`src/hdl/sfrp_pkg.sv`:
```
// Package for the sync frame colour response parser.
// Holds the frame constants, register indexes and reset values; no dependencies.
`default_nettype none

package sfrp_pkg;

    localparam logic [7:0] SYNC_FIRST   = 8'hAF;
    localparam logic [7:0] SYNC_SECOND  = 8'hC1;
    localparam logic [7:0] HEADER_BYTES = 8'd2;
    localparam int unsigned KEEP_COUNT  = 3;

    localparam int unsigned ADDR_W = 3;

    typedef enum logic [0:0] {
        REG_ACK_TYPE   = 1'b0,
        REG_RGB_LENGTH = 1'b1
    } reg_idx_t;

    localparam logic [7:0] ACK_TYPE_RESET   = 8'd1;
    localparam logic [7:0] RGB_LENGTH_RESET = 8'd5;

endpackage

`default_nettype wire

```
`src/hdl/sync_frame_rgb_response_parser.sv`:
```
// Top level of the sync frame colour response parser: frame state machine,
// checksum, colour hold, result register and APB register port.
// Depends on sfrp_pkg.
`default_nettype none

// One received byte is taken per clock cycle (s_ready high), with no gaps
// between frames. The byte that completes a frame (last payload byte, or the
// second checksum byte when the length is 2) places one result in the output
// register, visible the cycle after. s_ready is low only while that register
// holds a result that m_ready does not take in the same cycle. The frame state,
// running sum and colour hold update in the same cycle the byte is accepted.
// Registers ack_type (0x0) and rgb_length (0x4) are written and read over APB.
module sync_frame_rgb_response_parser (
    input  wire logic                       aclk,
    input  wire logic                       aresetn,

    input  wire logic                       s_valid,
    output logic                            s_ready,
    input  wire logic [7:0]                 s_rx_byte,

    output logic                            m_valid,
    input  wire logic                       m_ready,
    output logic [7:0]                      m_blue,
    output logic [7:0]                      m_green,
    output logic [7:0]                      m_red,
    output logic                            m_checksum_ok,
    output logic                            m_colour_updated,
    output logic [7:0]                      m_frame_type,

    input  wire logic                       psel,
    input  wire logic                       penable,
    input  wire logic                       pwrite,
    input  wire logic [sfrp_pkg::ADDR_W-1:0] paddr,
    input  wire logic [31:0]                pwdata,
    output logic [31:0]                     prdata,
    output logic                            pready
);

    typedef enum logic [2:0] {
        ST_HUNT1,
        ST_HUNT2,
        ST_TYPE,
        ST_LEN,
        ST_CKHI,
        ST_CKLO,
        ST_PAYLOAD
    } state_t;

    state_t      state_reg, state_next;
    logic [7:0]  ack_type_reg, rgb_length_reg;
    logic [7:0]  type_reg, type_next;
    logic [7:0]  length_reg, length_next;
    logic [7:0]  ckhi_reg, ckhi_next;
    logic [15:0] expected_reg, expected_next;
    logic [15:0] sum_reg, sum_next;
    logic [7:0]  count_reg, count_next;
    logic [7:0]  first_reg [sfrp_pkg::KEEP_COUNT];
    logic [7:0]  first_next [sfrp_pkg::KEEP_COUNT];
    logic [7:0]  colour_reg [sfrp_pkg::KEEP_COUNT];
    logic [7:0]  colour_next [sfrp_pkg::KEEP_COUNT];

    logic        valid_reg;
    logic [7:0]  blue_reg, green_reg, red_reg, ftype_reg;
    logic        ok_reg, upd_reg;

    logic        accept, finish, sum_ok, update;
    logic        cfg_write;
    sfrp_pkg::reg_idx_t cfg_idx;

    assign s_ready = !valid_reg || m_ready;
    assign accept  = s_valid && s_ready;

    // Frame state machine and checksum
    always_comb begin
        state_next    = state_reg;
        type_next     = type_reg;
        length_next   = length_reg;
        ckhi_next     = ckhi_reg;
        expected_next = expected_reg;
        sum_next      = sum_reg;
        count_next    = count_reg;
        first_next    = first_reg;
        finish        = 1'b0;
        unique case (state_reg)
            ST_HUNT1: begin
                if (s_rx_byte == sfrp_pkg::SYNC_FIRST) state_next = ST_HUNT2;
            end
            ST_HUNT2: begin
                state_next = (s_rx_byte == sfrp_pkg::SYNC_SECOND) ? ST_TYPE : ST_HUNT1;
            end
            ST_TYPE: begin
                type_next  = s_rx_byte;
                state_next = ST_LEN;
            end
            ST_LEN: begin
                length_next = s_rx_byte;
                state_next  = ST_CKHI;
            end
            ST_CKHI: begin
                ckhi_next  = s_rx_byte;
                state_next = ST_CKLO;
            end
            ST_CKLO: begin
                expected_next = {ckhi_reg, s_rx_byte};
                sum_next      = '0;
                count_next    = '0;
                for (int i = 0; i < sfrp_pkg::KEEP_COUNT; i++) first_next[i] = '0;
                if (length_reg < sfrp_pkg::HEADER_BYTES) begin
                    state_next = ST_HUNT1;
                end else if (length_reg == sfrp_pkg::HEADER_BYTES) begin
                    finish     = 1'b1;
                    state_next = ST_HUNT1;
                end else begin
                    state_next = ST_PAYLOAD;
                end
            end
            ST_PAYLOAD: begin
                for (int i = 0; i < sfrp_pkg::KEEP_COUNT; i++) begin
                    if (count_reg == 8'(i)) first_next[i] = s_rx_byte;
                end
                sum_next   = sum_reg + {8'd0, s_rx_byte};
                count_next = count_reg + 8'd1;
                if (count_next >= length_reg - sfrp_pkg::HEADER_BYTES) begin
                    finish     = 1'b1;
                    state_next = ST_HUNT1;
                end
            end
            default: state_next = ST_HUNT1;
        endcase
    end

    assign sum_ok = (sum_next == expected_next);
    assign update = sum_ok && (type_reg == ack_type_reg) && (length_reg == rgb_length_reg);

    always_comb begin
        colour_next = colour_reg;
        if (finish && update) colour_next = first_next;
    end

    // Frame registers
    always_ff @(posedge aclk) begin
        if (!aresetn) begin
            state_reg    <= ST_HUNT1;
            type_reg     <= '0;
            length_reg   <= '0;
            ckhi_reg     <= '0;
            expected_reg <= '0;
            sum_reg      <= '0;
            count_reg    <= '0;
            for (int i = 0; i < sfrp_pkg::KEEP_COUNT; i++) begin
                first_reg[i]  <= '0;
                colour_reg[i] <= '0;
            end
        end else if (accept) begin
            state_reg    <= state_next;
            type_reg     <= type_next;
            length_reg   <= length_next;
            ckhi_reg     <= ckhi_next;
            expected_reg <= expected_next;
            sum_reg      <= sum_next;
            count_reg    <= count_next;
            first_reg    <= first_next;
            colour_reg   <= colour_next;
        end
    end

    // Result register
    always_ff @(posedge aclk) begin
        if (!aresetn) begin
            valid_reg <= 1'b0;
        end else if (accept && finish) begin
            valid_reg <= 1'b1;
        end else if (m_ready) begin
            valid_reg <= 1'b0;
        end
    end

    always_ff @(posedge aclk) begin
        if (accept && finish) begin
            blue_reg  <= colour_next[0];
            green_reg <= colour_next[1];
            red_reg   <= colour_next[2];
            ok_reg    <= sum_ok;
            upd_reg   <= update;
            ftype_reg <= type_reg;
        end
    end

    assign m_valid          = valid_reg;
    assign m_blue           = blue_reg;
    assign m_green          = green_reg;
    assign m_red            = red_reg;
    assign m_checksum_ok    = ok_reg;
    assign m_colour_updated = upd_reg;
    assign m_frame_type     = ftype_reg;

    // APB register port
    assign pready    = 1'b1;
    assign cfg_write = psel && penable && pwrite;
    assign cfg_idx   = sfrp_pkg::reg_idx_t'(paddr[2]);

    always_ff @(posedge aclk) begin
        if (!aresetn) begin
            ack_type_reg   <= sfrp_pkg::ACK_TYPE_RESET;
            rgb_length_reg <= sfrp_pkg::RGB_LENGTH_RESET;
        end else if (cfg_write) begin
            unique case (cfg_idx)
                sfrp_pkg::REG_ACK_TYPE:   ack_type_reg   <= pwdata[7:0];
                sfrp_pkg::REG_RGB_LENGTH: rgb_length_reg <= pwdata[7:0];
                default: ;
            endcase
        end
    end

    always_comb begin
        unique case (cfg_idx)
            sfrp_pkg::REG_ACK_TYPE:   prdata = {24'd0, ack_type_reg};
            sfrp_pkg::REG_RGB_LENGTH: prdata = {24'd0, rgb_length_reg};
            default:                  prdata = '0;
        endcase
    end

    // Checks
    a_upd_needs_ok: assert property (@(posedge aclk) disable iff (!aresetn)
        m_valid |-> (!m_colour_updated || m_checksum_ok))
        else $error("colour update without checksum match");

    a_result_matches_hold: assert property (@(posedge aclk) disable iff (!aresetn)
        m_valid |-> (m_blue == colour_reg[0] && m_green == colour_reg[1]
                     && m_red == colour_reg[2]))
        else $error("result colours differ from held colours");

    a_hunt_after_result: assert property (@(posedge aclk) disable iff (!aresetn)
        (accept && finish) |=> (state_reg == ST_HUNT1))
        else $error("frame end did not return to hunt");

    a_ready_when_empty: assert property (@(posedge aclk) disable iff (!aresetn)
        !valid_reg |-> s_ready)
        else $error("input stalled with empty result register");

endmodule

`default_nettype wire
```
`config.mk`:
```
export PLATFORM = sky130hd
export DESIGN_NAME = sync_frame_rgb_response_parser
export DESIGN_NICKNAME = d
export VERILOG_FILES = /design/src/hdl/sfrp_pkg.sv /design/src/hdl/sync_frame_rgb_response_parser.sv
export SDC_FILE = /design/constraint.sdc
export NUM_CORES = 1
export LEC_CHECK = 0
export BUFFER_PORTS_ARGS = -buffer_cell sky130_fd_sc_hd__buf_2
export CORE_MARGIN = 5
export CORE_UTILIZATION = 55
export CTS_BUF_LIST = sky130_fd_sc_hd__clkbuf_8
export CTS_CLUSTER_SIZE = 28
export DETAILED_ROUTE_END_ITERATION = 8
export GPL_TIMING_DRIVEN = 1
export PLACE_DENSITY_LB_ADDON = 0.3
export SLEW_MARGIN = 25
export SYNTH_ARGS = -nofsm -noshare
export SYNTH_HDL_FRONTEND = slang
export SYNTH_SLANG_ARGS = --single-unit
```
`constraint.sdc`:
```
create_clock -name aclk -period 4.75 [get_ports aclk]
set_clock_uncertainty 0.15 [all_clocks]
set_input_delay 0.2375 -clock aclk [delete_from_list [all_inputs] [get_ports aclk]]
set_output_delay 0.2375 -clock aclk [all_outputs]
set_load 0.01 [all_outputs]
```
Word-level counts from Yosys, hierarchy flattened
Index checks and enable logic that the tools add are counted.

storage, ports and cells
  register bits = 166
  bits of input ports = 50
  output and inout port bits = 69
  word-level logic and storage cells = 85

cells by class
  add/subtract/negate cells = 3
  magnitude comparators = 2
  equal/unequal tests = 16
  multiplexer cells = 21
  bitwise gates (word level) = 1
  reduce and logical (&&, ||, !) cells = 20

operator list
  kind                                                                           number
  32-bit one-hot mux with 2 select lines                                         1
  24-bit one-hot mux with 2 select lines                                         1
  16-bit one-hot mux with 2 select lines                                         1
  24-bit 2-to-1 mux                                                              1
  8-bit 2-to-1 mux                                                               3
  3-bit one-hot mux with 7 select lines                                          1
  16-bit by 8-bit adder with 16-bit output                                       1
  16-bit equality test                                                           1
  8-bit by 2-bit equality test with 1-bit output (second input constant)         2
  8-bit equality test                                                            2
  8-bit equality test (second input constant)                                    2
  16-bit 2-to-1 mux                                                              1
  8-bit one-hot mux with 2 select lines                                          1
  3-bit 2-to-1 mux                                                               4
  2-bit AND reduction                                                            6
  3-bit equality test (second input constant)                                    3
  8-bit by 1-bit adder with 8-bit output (second input constant)                 1
  8-bit by 1-bit equality test with 1-bit output (second input constant)         1
  8-bit >= comparator                                                            1
  8-bit zero test                                                                1
  8-bit by 2-bit less-than comparator with 1-bit output (second input constant)  1
  8-bit by 2-bit subtractor with 8-bit output (second input constant)            1
  1-bit logical AND                                                              7
  3-bit by 2-bit equality test with 1-bit output (second input constant)         2
  other kinds (11)                                                               17

Depth between registers and ports, before layout
  depth in word-level cells = 7
  gate-level depth with buffers = 15
  depth with buffers taken out = 13

Least setup slack after synthesis
Ideal clock, no wire load.

  path kind = input-to-reg
  from = input s_rx_byte[1]
  to = register blue_reg[0] (netlist: m_blue[0]) (data pin)
  library setup time = 262 ps
  arrival = 3,493 ps
  required time = 4,338 ps
  slack = 845 ps
  cell stages on the path = 12
  buffers on the path = 2
  cells stage by stage = clkbuf_1 -> inv_1 -> fa_1 -> nand2b_1 -> a211oi_1 -> o21ai_0 -> xnor2_1 -> o22ai_1 -> or4_4 -> nor4_4 -> buf_6 -> mux2_1

RTL lines
  what                  line                                   text
  from (decl)           sync_frame_rgb_response_parser.sv:19   input wire logic [7:0] s_rx_byte,
  to (signal assigned)  sync_frame_rgb_response_parser.sv:180  blue_reg <= colour_next[0];
  to (decl)             sync_frame_rgb_response_parser.sv:63   logic [7:0] blue_reg, green_reg, red_reg, ftype_reg;

==> results.md <==
* Final ANT Viol Nets at 0
* Vias per cell at 5.62
* N_diodes at 0
* Comb power frac at 6.9%
* Number of global-route vias before repair at 6814
* Antenna violations before repair at 0
* Internal at 1.96 mW
* Power share of the sequential group at 55.1%
* CP Capture Type: flip-flop
* Crit path max fanout at 24
* Synthesized flop and latch total at 166
* DR WL/cell at 16.4 um
* Leading area contributor after synthesis: dfxtp_1
* First-pass GRT wire length at 34700 um
* Outcome: finished clean
* Post-synth ARST share at 0%
* Num CTS Buffers at 17
* Final wirelength at about 21000 um
* H-tree Lvls at 4
* Synth area leaders: dfxtp_1, edfxtp_1, nand2_1, nor2_1, mux2i_1
* Post-CTS resize count at 0
* Most used DFF post-synth: dfxtp_1
* Worst EP required at 4.82 ns
* Total Nets Final at 1140
* Final setup TNS at 0 ns
* Worst Max-Slew Pin Slew at roughly 1.1 ns
* Critical path's slowest cell: or4_4
* Starting density of the core at between 50% and 60%
* Clk pwr share at 38.0%
* RSZ-0062 raised after global routing: false
* Worst-path clk slew at roughly 0.090 ns
* WS Path Type: reg -> reg
* GRT Util Overall at 23.6%
* Iteration-0 DRC Markers at 656
* Area growth from synthesis to layout at 10.1%
* P per Cell Area at 278 nW/um2
* DRC viols at 0
* Final-report setup violation count at 0
* Gp weighted congestion at 0.880
* Rows at 46
* CTS tree: built
* Max Slew Vio Count at 0
* Via count at 7289
* Post-synth top area share at 30.4%
* Setup crit start kind: flip-flop
* Fraction of layout cells with a size suffix above 1 at 12.7%
* Switch share at 26.5%
* Clock Sinks at 166
* CTS Hold Bufs at 12
* Finished Core Util at 60.9%
* Chip Height at 136 um
* Min Tclk post-route at 4.17 ns
* DP Wirelength at 14000 um
* Core Region at 15700 um2
* Buffer depth of the longest clock path at 2
* Setup Fix Bufs, Post-CTS at 0
* Post-synthesis cell type count at 65
* Post-synth EDFFs at 34
* Max-Cap Viols at 0
* Critical path cell sequence: ha_1 -> inv_1 -> fa_1 -> nand2b_1 -> a211oi_1 -> o21ai_0 -> xnor2_1 -> o22ai_1 -> or4_4 -> nor4_4 -> buf_12 -> mux2_2
* P_leak at 3.80 nW
* Worst min path class: in -> reg
* Pin count of the biggest net entering global routing at 55
* Clk Latency, worst-skew pair at 0.47 ns
* Synth Warn # at 0
* # fillers at between 1000 and 1500
* Hold Worst Slack at approximately 0.058 ns
* Die Footprint at between 15000 and 20000 um2
* Final Hold Fails at 0
* Net Sw Power at 0.705 mW
* GRT Residual Overflow at 0
* Max Fclk at 240 MHz
* CTS root buffer: clkbuf_8
* First-pass DRT Iterations at 5
* Max IR drop VDD at 0.375 mV
* Avg Inst Size Synth at 8.49 um2
* Tcrit/Tclk final at 87.8%
* WP data arrival at 4.24 ns
* Max incr delay on CP at approximately 0.56 ns
* IO Port Bufs at 67
* Die W at around 140 um
* Slew HR at 28.6%
* Synthesized netlist cell count at between 1000 and 1500
* Top Ports at around 120
* Syn Std Cell Area at 8690 um2
* Sequential cell area fraction in the yosys report at a little over two fifths
[power groups by stage]
stage	Sequential [mW]	Clock, mW	Combinational [mW]
floorplan	1.49	0	0.142
global placement	1.50	0	0.170
detailed placement	1.50	0	0.173
CTS	1.47	1.04	0.182
global route	1.47	1.09	0.203
finish	1.47	1.01	0.184
[final timing paths]
kind | from | end | slack, ns | cells after the start
worst max-delay path | sum_reg[0] | m_red[4] | 0.58 | 12
worst min-delay path | s_rx_byte[3] | expected_reg[3] | 0.06 | 3
worst max register to register | sum_reg[0] | m_red[4] | 0.58 | 12
worst min register to register | colour_reg[12] | colour_reg[12] | 0.31 | 2
[cell usage after synthesis (3+ instances only)]
cell type / instances
a211oi_1: 7
a21o_1: 4
a21oi_1: 61
a22oi_1: 15
a311oi_1: 3
a31oi_1: 5
and2_1: 5
and3b_1: 3
buf_1: 3
buf_2: 3
buf_4: 25
buf_6: 4
clkbuf_1: 54
dfxtp_1: 132
edfxtp_1: 34
ha_1: 21
inv_1: 15
mux2_1: 20
mux2_2: 13
mux2i_1: 42
nand2_1: 203
nand2b_1: 12
nand3_1: 18
nand4_1: 7
nor2_1: 113
nor2b_1: 4
nor3_1: 35
nor3b_1: 3
nor4_1: 7
nor4b_1: 4
o211ai_1: 4
o21a_1: 4
o21ai_0: 42
o22ai_1: 5
o31a_1: 3
or2_2: 3
or3_1: 3
xnor2_1: 36
xor2_1: 15
[per-stage QoR]
stage | setup WS (ns) | area [um2] | std cells | total power [mW]
2_1_floorplan | 0.845 | 8770 | 1046 | 1.64
6_report | 0.581 | 9570 | 1297 | 2.66
3_5_place_dp | 0.618 | 9060 | 1253 | 1.67
3_3_place_gp | 0.658 | 9060 | 1253 | 1.67
5_1_grt | 0.411 | 9570 | 1297 | 2.77
4_1_cts | 0.587 | 9570 | 1297 | 2.69
[layout make-up]
type / instances / area (um2) / area share [%]
multi-input combinational: 775 / 4600 / 48.0
sequential: 166 / 3660 / 38.3
timing repair buffer: 92 / 591 / 6.17
tap: 216 / 270 / 2.82
clock buffer: 18 / 248 / 2.59
clock inverter: 14 / 141 / 1.48
inverter: 16 / 60.1 / 0.628
[critical path: cells and delay by family (launching register included)]
kind	cells	cell delay, ns
muxes	1	0.36
xor gates and xnor gates	1	0.22
and+or+nand+nor	3	1.10
AOI/OAI and AO/OA	3	0.82
buffers and inverters	2	0.30
DFF	1	0.38
adders and majority gates	2	0.59
[placed cells by master, fill, tap and decap left out, types with 5 or more instances in the layout]
cell             n
xor2_1          15
mux2_1          20
xnor2_1         36
o21ai_0         42
mux2_2          13
clkbuf_8        18
conb_1          25
and2_1           5
dlygate4sd3_1   12
nor3_1          35
nand4_1          7
nor2_1         113
edfxtp_1        34
nand3_1         18
buf_4           10
buf_2           67
dfxtp_1        132
ha_1            21
o22ai_1          5
a31oi_1          5
a22oi_1         15
nand2_1        203
inv_1           16
mux2i_1         42
nand2b_1        12
a211oi_1         7
a21oi_1         61
nor4_1           7
[layer usage]
layer	track usage [%]	routed length, um
met4	8.85	472
met5	0	0
met2	36.3	9890
met3	4.53	1420
met1	32.9	9430
[kinds of logic after synthesis]
group	count (synthesis)	synth area share, %
DFF	166	42.2
and+or+nand+nor	436	22.7
muxes	75	9.12
xor gates and xnor gates	51	5.14
other	2	0.0864
AOI/OAI and AO/OA	166	11.5
adders and majority gates	22	3.25
buffers and inverters	105	6.00
Note: power is estimated with default switching activity, not from simulation.
